<file path="src/sv/fftu_pkg.sv">
package fftu_pkg;

  // widths of the fields
  localparam int BYTE_W    = 8;
  localparam int CLUSTER_W = 16;
  localparam int NEXT_W    = CLUSTER_W + 1;
  localparam int PHASE_W   = 3;

  // counts below this select 12-bit entries
  localparam logic [CLUSTER_W-1:0] NARROW_LIMIT = 16'd4096;

  // last header byte position for each entry width
  localparam logic [PHASE_W-1:0] HDR_LAST_NARROW = 3'd2;
  localparam logic [PHASE_W-1:0] HDR_LAST_WIDE   = 3'd3;

  // byte positions inside an entry group
  localparam logic [PHASE_W-1:0] PHASE_FIRST  = 3'd0;
  localparam logic [PHASE_W-1:0] PHASE_SECOND = 3'd1;
  localparam logic [PHASE_W-1:0] PHASE_THIRD  = 3'd2;

  // first cluster after the reserved entries
  localparam logic [NEXT_W-1:0] FIRST_CLUSTER = 17'd2;

  // one unpacked entry on its way from front to back
  typedef struct packed {
    logic [CLUSTER_W-1:0] cluster;
    logic [CLUSTER_W-1:0] value;
    logic                 last;
    logic                 fresh;
  } entry_t;

endpackage

</file>
<file path="src/sv/fftu_if.sv">
interface fftu_byte_if;
  import fftu_pkg::*;
  logic              valid;
  logic              ready;
  logic [BYTE_W-1:0] table_byte;
  logic              table_start;

  modport source (output valid, output table_byte, output table_start, input ready);
  modport sink (input valid, input table_byte, input table_start, output ready);
endinterface

interface fftu_entry_if;
  import fftu_pkg::*;
  logic                 valid;
  logic                 ready;
  logic [CLUSTER_W-1:0] cluster_number;
  logic [CLUSTER_W-1:0] entry_value;
  logic [CLUSTER_W-1:0] highest_used;
  logic                 last_entry;

  modport source (
    output valid, output cluster_number, output entry_value,
    output highest_used, output last_entry, input ready
  );
  modport sink (
    input valid, input cluster_number, input entry_value,
    input highest_used, input last_entry, output ready
  );
endinterface

</file>
<file path="src/sv/fftu_front.sv">
module fftu_front
  import fftu_pkg::*;
(
  input  logic                 clk,
  input  logic                 rst,
  input  logic [CLUSTER_W-1:0] cluster_count,
  fftu_byte_if.sink            bytes,
  output logic                 push_valid,
  input  logic                 push_ready,
  output entry_t               push_word
);

  logic [PHASE_W-1:0]   byte_phase, byte_phase_next;
  logic [CLUSTER_W-1:0] held_bytes, held_bytes_next;
  logic [NEXT_W-1:0]    next_cluster, next_cluster_next;
  logic                 header_skipped, header_skipped_next;
  logic                 fresh_pending, fresh_pending_next;

  logic [PHASE_W-1:0]   phase0;
  logic [CLUSTER_W-1:0] held0;
  logic [NEXT_W-1:0]    nc0;
  logic                 hs0;
  logic                 fresh0;
  logic                 narrow;
  logic                 accept;
  logic                 emit;
  logic [CLUSTER_W-1:0] value;
  logic [PHASE_W-1:0]   hdr_last;

  assign accept      = bytes.valid && push_ready;
  assign bytes.ready = push_ready;
  assign narrow      = cluster_count < NARROW_LIMIT;
  assign hdr_last    = narrow ? HDR_LAST_NARROW : HDR_LAST_WIDE;

  // restart on table start, then classify the byte
  always_comb begin
    phase0  = bytes.table_start ? PHASE_FIRST : byte_phase;
    held0   = bytes.table_start ? '0 : held_bytes;
    nc0     = bytes.table_start ? FIRST_CLUSTER : next_cluster;
    hs0     = bytes.table_start ? 1'b0 : header_skipped;
    fresh0  = bytes.table_start || fresh_pending;

    byte_phase_next     = phase0;
    held_bytes_next     = held0;
    header_skipped_next = hs0;
    emit                = 1'b0;
    value               = '0;

    if (nc0 > {1'b0, cluster_count}) begin
      // past the end of the table: ignore
    end else if (!hs0) begin
      if (phase0 >= hdr_last) begin
        header_skipped_next = 1'b1;
        byte_phase_next     = PHASE_FIRST;
      end else begin
        byte_phase_next = phase0 + 3'd1;
      end
    end else if (narrow) begin
      if (phase0 == PHASE_FIRST) begin
        held_bytes_next = {8'd0, bytes.table_byte};
        byte_phase_next = PHASE_SECOND;
      end else if (phase0 == PHASE_SECOND) begin
        value           = {4'd0, bytes.table_byte[3:0], held0[7:0]};
        held_bytes_next = {bytes.table_byte, held0[7:0]};
        byte_phase_next = PHASE_THIRD;
        emit            = 1'b1;
      end else begin
        value           = {4'd0, bytes.table_byte, held0[15:12]};
        byte_phase_next = PHASE_FIRST;
        emit            = 1'b1;
      end
    end else begin
      if (phase0 == PHASE_FIRST) begin
        held_bytes_next = {8'd0, bytes.table_byte};
        byte_phase_next = PHASE_SECOND;
      end else begin
        value           = {bytes.table_byte, held0[7:0]};
        byte_phase_next = PHASE_FIRST;
        emit            = 1'b1;
      end
    end

    next_cluster_next  = emit ? nc0 + 17'd1 : nc0;
    fresh_pending_next = emit ? 1'b0 : fresh0;
  end

  // word pushed into the queue
  always_comb begin
    push_valid        = accept && emit;
    push_word.cluster = nc0[CLUSTER_W-1:0];
    push_word.value   = value;
    push_word.last    = nc0[CLUSTER_W-1:0] == cluster_count;
    push_word.fresh   = fresh0;
  end

  // unpacking state
  always_ff @(posedge clk) begin
    if (rst) begin
      byte_phase     <= PHASE_FIRST;
      held_bytes     <= '0;
      next_cluster   <= FIRST_CLUSTER;
      header_skipped <= 1'b0;
      fresh_pending  <= 1'b1;
    end else if (accept) begin
      byte_phase     <= byte_phase_next;
      held_bytes     <= held_bytes_next;
      next_cluster   <= next_cluster_next;
      header_skipped <= header_skipped_next;
      fresh_pending  <= fresh_pending_next;
    end
  end

endmodule

</file>
<file path="src/sv/fftu_queue.sv">
module fftu_queue
  import fftu_pkg::*;
#(
  parameter int DEPTH = 2
) (
  input  logic   clk,
  input  logic   rst,
  input  logic   push_valid,
  output logic   push_ready,
  input  entry_t push_word,
  output logic   pop_valid,
  input  logic   pop_ready,
  output entry_t pop_word
);

  localparam int PTR_W = $clog2(DEPTH);
  localparam int CNT_W = $clog2(DEPTH + 1);
  localparam logic [PTR_W-1:0] PTR_LAST = PTR_W'(DEPTH - 1);
  localparam logic [CNT_W-1:0] CNT_FULL = CNT_W'(DEPTH);

  entry_t           slots [DEPTH];
  logic [PTR_W-1:0] wr_ptr;
  logic [PTR_W-1:0] rd_ptr;
  logic [CNT_W-1:0] count;
  logic             do_push;
  logic             do_pop;

  assign push_ready = count != CNT_FULL;
  assign pop_valid  = count != '0;
  assign pop_word   = slots[rd_ptr];
  assign do_push    = push_valid && push_ready;
  assign do_pop     = pop_valid && pop_ready;

  // storage
  always_ff @(posedge clk) begin
    if (do_push) begin
      slots[wr_ptr] <= push_word;
    end
  end

  // pointers and fill count
  always_ff @(posedge clk) begin
    if (rst) begin
      wr_ptr <= '0;
      rd_ptr <= '0;
      count  <= '0;
    end else begin
      if (do_push) begin
        wr_ptr <= (wr_ptr == PTR_LAST) ? '0 : wr_ptr + PTR_W'(1);
      end
      if (do_pop) begin
        rd_ptr <= (rd_ptr == PTR_LAST) ? '0 : rd_ptr + PTR_W'(1);
      end
      if (do_push && !do_pop) begin
        count <= count + CNT_W'(1);
      end else if (do_pop && !do_push) begin
        count <= count - CNT_W'(1);
      end
    end
  end

endmodule

</file>
<file path="src/sv/fftu_back.sv">
module fftu_back
  import fftu_pkg::*;
(
  input  logic         clk,
  input  logic         rst,
  input  logic         pop_valid,
  output logic         pop_ready,
  input  entry_t       pop_word,
  fftu_entry_if.source entries
);

  logic                 out_valid;
  logic [CLUSTER_W-1:0] highest;
  logic [CLUSTER_W-1:0] highest_next;
  logic                 do_pop;

  assign pop_ready     = !out_valid || entries.ready;
  assign do_pop        = pop_valid && pop_ready;
  assign entries.valid = out_valid;

  // running highest nonzero cluster, cleared by a table start
  always_comb begin
    highest_next = pop_word.fresh ? '0 : highest;
    if (pop_word.value != '0) begin
      highest_next = pop_word.cluster;
    end
  end

  // output register control
  always_ff @(posedge clk) begin
    if (rst) begin
      out_valid <= 1'b0;
      highest   <= '0;
    end else if (do_pop) begin
      out_valid <= 1'b1;
      highest   <= highest_next;
    end else if (entries.ready) begin
      out_valid <= 1'b0;
    end
  end

  // output word
  always_ff @(posedge clk) begin
    if (do_pop) begin
      entries.cluster_number <= pop_word.cluster;
      entries.entry_value    <= pop_word.value;
      entries.highest_used   <= highest_next;
      entries.last_entry     <= pop_word.last;
    end
  end

endmodule

</file>
<file path="src/sv/fat12_fat16_table_unpacker.sv">
// FAT12/FAT16 allocation table unpacker
//
// bytes: one raw table byte per word, table_start marks byte 0 of a table
// entries: one word per cluster from 2 up to cluster_count, carrying the
//   cluster number, its entry, the highest nonzero cluster so far and a
//   flag on the final cluster
// cfg_wr_en / cfg_wr_data: writes cluster_count; write only while idle
//   below 4096 the table holds 12-bit entries, otherwise 16-bit entries
//
// throughput: one byte per cycle; the front takes a byte whenever the
//   queue has room, and the back drains one word per cycle while the
//   receiver takes them; the byte that completes an entry puts its word
//   into a queue slot, and from there the word moves into the output
//   register that drives entries
// reset: cluster_count goes to 2 and unpacking restarts as on a table start
// stall: the output register holds its word; the queue fills and then
//   bytes.ready drops until the receiver takes words again
module fat12_fat16_table_unpacker
  import fftu_pkg::*;
#(
  parameter int QUEUE_DEPTH = 2
) (
  input  logic                 clk,
  input  logic                 rst,
  input  logic                 cfg_wr_en,
  input  logic [CLUSTER_W-1:0] cfg_wr_data,
  fftu_byte_if.sink            bytes,
  fftu_entry_if.source         entries
);

  logic [CLUSTER_W-1:0] cluster_count;
  logic                 push_valid;
  logic                 push_ready;
  entry_t               push_word;
  logic                 pop_valid;
  logic                 pop_ready;
  entry_t               pop_word;

  // configuration register
  always_ff @(posedge clk) begin
    if (rst) begin
      cluster_count <= 16'd2;
    end else if (cfg_wr_en) begin
      cluster_count <= cfg_wr_data;
    end
  end

  fftu_front u_front (
    .clk           (clk),
    .rst           (rst),
    .cluster_count (cluster_count),
    .bytes         (bytes),
    .push_valid    (push_valid),
    .push_ready    (push_ready),
    .push_word     (push_word)
  );

  fftu_queue #(
    .DEPTH (QUEUE_DEPTH)
  ) u_queue (
    .clk        (clk),
    .rst        (rst),
    .push_valid (push_valid),
    .push_ready (push_ready),
    .push_word  (push_word),
    .pop_valid  (pop_valid),
    .pop_ready  (pop_ready),
    .pop_word   (pop_word)
  );

  fftu_back u_back (
    .clk       (clk),
    .rst       (rst),
    .pop_valid (pop_valid),
    .pop_ready (pop_ready),
    .pop_word  (pop_word),
    .entries   (entries)
  );

endmodule
</file>
<file path="src/flat_wrapper.sv">
// flat-port wrapper written by rule: the top's interface ports become plain ports
module fat12_fat16_table_unpacker_flat import fftu_pkg::*;
#(
  parameter int QUEUE_DEPTH = 2
)
  (clk, rst, cfg_wr_en, cfg_wr_data, bytes_valid, bytes_table_byte, bytes_table_start, bytes_ready, entries_valid, entries_cluster_number, entries_entry_value, entries_highest_used, entries_last_entry, entries_ready);
  fftu_byte_if bytes_i ();
  fftu_entry_if entries_i ();
  input  logic clk;
  input  logic rst;
  input  logic cfg_wr_en;
  input  logic [CLUSTER_W-1:0] cfg_wr_data;
  input wire logic [$bits(bytes_i.valid)-1:0] bytes_valid;
  input wire logic [$bits(bytes_i.table_byte)-1:0] bytes_table_byte;
  input wire logic [$bits(bytes_i.table_start)-1:0] bytes_table_start;
  output wire logic [$bits(bytes_i.ready)-1:0] bytes_ready;
  output wire logic [$bits(entries_i.valid)-1:0] entries_valid;
  output wire logic [$bits(entries_i.cluster_number)-1:0] entries_cluster_number;
  output wire logic [$bits(entries_i.entry_value)-1:0] entries_entry_value;
  output wire logic [$bits(entries_i.highest_used)-1:0] entries_highest_used;
  output wire logic [$bits(entries_i.last_entry)-1:0] entries_last_entry;
  input wire logic [$bits(entries_i.ready)-1:0] entries_ready;
  assign bytes_i.valid = bytes_valid;
  assign bytes_i.table_byte = bytes_table_byte;
  assign bytes_i.table_start = bytes_table_start;
  assign bytes_ready = bytes_i.ready;
  assign entries_valid = entries_i.valid;
  assign entries_cluster_number = entries_i.cluster_number;
  assign entries_entry_value = entries_i.entry_value;
  assign entries_highest_used = entries_i.highest_used;
  assign entries_last_entry = entries_i.last_entry;
  assign entries_i.ready = entries_ready;
  fat12_fat16_table_unpacker #(.QUEUE_DEPTH(QUEUE_DEPTH)) u_core (.clk(clk), .rst(rst), .cfg_wr_en(cfg_wr_en), .cfg_wr_data(cfg_wr_data), .bytes(bytes_i), .entries(entries_i));
endmodule
</file>
<file path="config.mk">
export PLATFORM = sky130hd
export DESIGN_NAME = fat12_fat16_table_unpacker_flat
export DESIGN_NICKNAME = d
export VERILOG_FILES = /design/src/sv/fftu_pkg.sv /design/src/sv/fftu_if.sv /design/src/sv/fftu_front.sv /design/src/sv/fftu_queue.sv /design/src/sv/fftu_back.sv /design/src/sv/fat12_fat16_table_unpacker.sv /design/src/flat_wrapper.sv
export SDC_FILE = /design/constraint.sdc
export NUM_CORES = 1
export LEC_CHECK = 0
export BUFFER_PORTS_ARGS = -buffer_cell sky130_fd_sc_hd__buf_2
export CAP_MARGIN = 20
export CORE_AREA = 2 2 175 194
export CTS_BUF_LIST = sky130_fd_sc_hd__clkbuf_2
export DETAILED_ROUTE_END_ITERATION = 8
export DIE_AREA = 0 0 177 196
export PLACE_DENSITY_LB_ADDON = 0.15
export SYNTH_ARGS = -nofsm -noshare
export SYNTH_HDL_FRONTEND = slang
export SYNTH_SLANG_ARGS = --single-unit
</file>
<file path="constraint.sdc">
create_clock -name clk -period 5.8 [get_ports clk]
set_input_delay 0.29 -clock clk [delete_from_list [all_inputs] [get_ports clk]]
set_output_delay 0.29 -clock clk [all_outputs]
set_load 0.01 [all_outputs]
</file>
==> load_flow_metrics.sql <==
INSERT INTO impl_metrics (metric_group, metric, value, unit) VALUES
('yosys', 'mappedNetlistNets', '704', ''),
('sta', 'setup_repair_after_global_routing_missed_its_margin', 'no', ''),
('cts', 'root_buffer', 'sky130_fd_sc_hd__clkbuf_2', ''),
('yosys', 'syn-instance-count', '654', ''),
('sta', 'timing.slew.headroom', '0.462', ''),
('cells_and_area', 'combined_area_of_the_multi_input_logic_cells', '2820', 'sq um'),
('floorplanning', 'core_area', '32800', 'sq um'),
('cts', 'numClockSinks', '189', ''),
('cells_and_area', 'finalCoreUtilization', '0.295', ''),
('hold_path', 'hold-path-cell-count', '4', ''),
('cells_and_area', 'areaGrowthSynthToFinish', '20.2', '%'),
('power', 'finalPower', '3.61', 'mW'),
('floorplanning', 'i_o_pin_cnt', '81', ''),
('global_route', 'grt_pass1_vias', '5116', ''),
('drt', 'wl_per_cell', '15.5', 'um'),
('floorplanning', 'fp.dieArea', '34700', 'sq um'),
('drt', 'detail-route-antenna-nets', '0', ''),
('drt', 'initialDrtViolationCount', '334', ''),
('global_route', 'grt_pass1_wl', '29200', 'um'),
('setup_path', 'setup.worst_path.end_class', 'flop', ''),
('drt', 'detailroute.via_count', '5359', ''),
('placed_design', 'portBuffers', '80', ''),
('drt', 'drc', '0', ''),
('drt', 'drt_wl_total', '19000', 'um'),
('setup_path', 'reg2reg_to', 'u_core.u_front.held_bytes[2]', ''),
('setup_path', 'rr_startpoint', 'u_core.u_front.next_cluster[6]', ''),
('global_route', 'globalRoute.totalOverflow', '0', ''),
('floorplanning', 'floorplan.die.height', '196', 'um'),
('cells_and_area', 'fillers', '3427', ''),
('sta', 'number_of_hold_slack_violations_in_the_final_timing_report', '0', ''),
('sta', 'skew', '0.0641', 'ns'),
('global_route', 'track_usage', '0.110', ''),
('yosys', 'synth_seq_area_share', '0.615', ''),
('yosys', 'async_reset_ff_frac', '0', ''),
('sta', 'max_freq', '0.257', 'GHz'),
('sta', 'finalSetupViolCount', '0', ''),
('power', 'powerDensity', '373', 'nW/um^2'),
('setup_path', 'cp.required', '6.54', 'ns'),
('sta', 'worst-slew-pin-transition', '0.806', 'ns'),
('hold_path', 'hp-start', 'entries_ready', ''),
('yosys', 'ys.warnings.count', '0', ''),
('setup_path', 'depth_of_the_most_critical_reg_to_reg_path', '10', ''),
('cts', 'cts_tree', 'built', ''),
('cells_and_area', 'layout.nets', '832', ''),
('cts', 'clk-insertion-delay-late', '0.81', 'ns'),
('setup_path', 'critPathLaunchType', 'primary input', ''),
('placed_design', 'dp.final_hpwl', '12900', 'um'),
('cells_and_area', 'sequential_cell_area', '4950', 'sq um'),
('yosys', 'netlist_cell_types', '64', ''),
('sta', 'timing.final.crit_share', '0.671', ''),
('hold_path', 'holdCritPathClass', 'primary input to flop', ''),
('sta', 'min_period', '3.89', 'ns'),
('power', 'vdd.ir_drop.worst', '0.117', 'mV'),
('drt', 'detail_route.vias_per_cell', '4.36', ''),
('yosys', 'synth-main-ff-cell', 'sky130_fd_sc_hd__edfxtp_1', ''),
('floorplanning', 'placement_rows', '70', ''),
('yosys', 'postSynthAreaPerCell', '12.3', 'sq um'),
('cts', 'cts-root-to-sink-buffers', '2', ''),
('cells_and_area', 'final_design_area_no_fill', '9680', 'sq um'),
('yosys', 'post_synthesis_instance_area', '8050', 'sq um'),
('setup_path', 'reg2reg_slack', '2.04', 'ns'),
('setup_path', 'worst-endpoint-arrival', '4.63', 'ns'),
('floorplanning', 'die_w', '177', 'um'),
('setup_path', 'worst_path_maximum_fanout', '31', ''),
('status', 'outcome', 'finished clean', ''),
('global_route', 'grt_start_max_net_pins', '62', ''),
('cts', 'cts_setup_buffers', '0', ''),
('power', 'cellLeakagePower', '3.56', 'nW'),
('yosys', 'synth-seq-cells', '189', ''),
('sta', 'maxSlewViolCount', '0', ''),
('setup_path', 'critPathKind', 'primary input to flop', ''),
('cts', 'cts.clk_slew.worst_paths', '0.31', 'ns'),
('cts', 'cts_inserted_buffers', '17', ''),
('placed_design', 'gpl.final_weighted_congestion', '0.753', ''),
('placed_design', 'postPlaceCellArea', '8910', 'sq um'),
('sta', 'setup_total_negative_slack', '0', 'ns'),
('global_route', 'antenna_found_initial', '1', ''),
('cts', 'clock_tree.htree_level_count', '4', ''),
('drt', 'drt_pass1_iterations', '5', ''),
('yosys', 'synth_enable_flop_cells', '117', ''),
('flow_run', 'maxCapViolCount', '0', ''),
('cells_and_area', 'layout-drive-gt1-share', '0.219', ''),
('hold_path', 'whs_endpoint', 'u_core.u_back.entries.valid', ''),
('floorplanning', 'floorplan.initialDensity', '0.245', '');
-- flip-flops by register name (all words and copies together), names as in the netlist, named ones only --
register	cells
u_core.u_front.byte_phase	3
u_core.u_back.entries.entry_value	16
u_core.u_back.entries.highest_used	16
u_core.cluster_count	16
u_core.u_queue.wr_ptr	1
u_core.u_back.entries.valid	1
u_core.u_front.next_cluster	17
u_core.u_queue.count	2
u_core.u_back.entries.last_entry	1
u_core.u_front.header_skipped	1
u_core.u_back.entries.cluster_number	16
u_core.u_front.fresh_pending	1
u_core.u_front.held_bytes	12
u_core.u_queue.rd_ptr	1
u_core.u_back.highest	16
u_core.u_queue.slots	68
-- logic make-up after synthesis --
| kind of cell | after synthesis | synth area share |
|---|---|---|
| AO/OA/AOI/OAI | 132 | 0.119 |
| XOR/XNOR | 7 | 0.00762 |
| adder cells (fa/ha/maj) | 21 | 0.0323 |
| buffers and inverters | 62 | 0.0348 |
| flip-flops | 189 | 0.615 |
| multiplexers | 58 | 0.0774 |
| AND/OR/NAND/NOR | 185 | 0.113 |
-- where the power goes --
| part | total, mW | leakage [nW] | internal (mW) | switching (mW) |
|---|---|---|---|---|
| clock | 0.680 | 0.151 | 0.148 | 0.532 |
| combinational | 1.10 | 1.70 | 0.422 | 0.679 |
| sequential | 1.83 | 1.70 | 1.74 | 0.0883 |
| total | 3.61 | 3.56 | 2.31 | 1.30 |
-- layout make-up --
class / count / share of cell area
flip-flops and latches: 189 / 0.512
repair buffers: 142 / 0.103
well taps: 432 / 0.0559
inverters: 29 / 0.0113
clock buffers: 17 / 0.00879
multi-input cells: 403 / 0.291
clock inverters: 15 / 0.0175
diodes: 1 / 0.000259
-- metrics by stage --
stage	setup slack, ns	instances	hold WS (ns)
2_1_floorplan	1.51	654	0.416
3_3_place_gp	1.87	1143	0.454
3_5_place_dp	1.78	1144	0.454
4_1_cts	2.03	1227	0.144
5_1_grt	1.76	1228	0.192
6_report	1.91	1228	0.277
-- how the worst max path moves through the flow --
stage                            from                            to  slack, ns  cells past startpoint
floorplan           bytes_table_start    u_core.u_queue.slots[0][0]       1.51                     12
global placement    bytes_table_start   u_core.u_queue.slots[1][31]       1.87                     10
detailed placement  bytes_table_start   u_core.u_queue.slots[1][29]       1.78                     10
CTS                 bytes_table_start  u_core.u_front.held_bytes[2]       2.03                     12
global route        bytes_table_start  u_core.u_front.held_bytes[2]       1.76                     12
finish              bytes_table_start  u_core.u_front.held_bytes[2]       1.91                     12
-- placed cells by master (no fill, tap or decap), types with 12 or more instances in the layout --
cell type / synthesis / layout
sky130_fd_sc_hd__a21oi_1: 43 / 43
sky130_fd_sc_hd__buf_2: 8 / 80
sky130_fd_sc_hd__dfxtp_1: 72 / 72
sky130_fd_sc_hd__ha_1: 20 / 20
sky130_fd_sc_hd__mux2i_1: 24 / 24
sky130_fd_sc_hd__mux2_2: 33 / 33
sky130_fd_sc_hd__nor2_1: 78 / 77
sky130_fd_sc_hd__dlygate4sd3_1: 0 / 51
sky130_fd_sc_hd__inv_1: 28 / 27
sky130_fd_sc_hd__clkbuf_2: 0 / 17
sky130_fd_sc_hd__nor2b_1: 12 / 12
sky130_fd_sc_hd__a22oi_1: 19 / 19
sky130_fd_sc_hd__edfxtp_1: 117 / 117
sky130_fd_sc_hd__nand2_1: 36 / 36
-- critical path, cell delays in order --
cell and delay [ns]:
sky130_fd_sc_hd__dlygate4sd3_1 0.52, sky130_fd_sc_hd__buf_2 0.53, sky130_fd_sc_hd__nor2_1 0.22, sky130_fd_sc_hd__ha_1 0.37, sky130_fd_sc_hd__and4_1 0.22, sky130_fd_sc_hd__nand2_1 0.08, sky130_fd_sc_hd__nor4_2 0.40, sky130_fd_sc_hd__and2_1 0.52
sky130_fd_sc_hd__nor2_4 0.13, sky130_fd_sc_hd__nor4_4 0.56, sky130_fd_sc_hd__a22o_1 0.22, sky130_fd_sc_hd__dlygate4sd3_1 0.53
-- timing repair --
action                                 in CTS  in global routing
gates resized for setup                     0                  0
hold buffers                               51                  0
endpoints found under the hold margin      67                  0
-- per-layer routing --
metal  GRT usage  share of wire  wire, um
met1       0.151           0.50      9470
met4      0.0340          0.012       220
met3      0.0221          0.025       475
met2       0.175           0.47      8840
met5           0              0         0
-- cells in the mapped netlist (all sizes together), types with 4 or more instances --
library cell	instances	share of area
mux2i	24	0.030
inv	28	0.013
ha	20	0.031
a22o	9	0.0098
a32o	4	0.0050
nand2	37	0.018
a21oi	43	0.027
edfxtp	117	0.44
nor2b	15	0.013
o311ai	5	0.0054
o211ai	11	0.012
and3	9	0.0070
a211o	9	0.0098
nor3b	4	0.0037
nand2b	5	0.0039
nor4	6	0.0073
a2111o	5	0.0070
o21ai	11	0.0073
clkbuf	16	0.0075
nor2	80	0.039
o31ai	4	0.0037
nand4	6	0.0047
dfxtp	72	0.18
buf	17	0.014
nor3	5	0.0037
mux2	34	0.048
nand3	7	0.0044
xor2	5	0.0054
a22oi	19	0.018
Note: power is estimated with default switching activity, not from simulation.
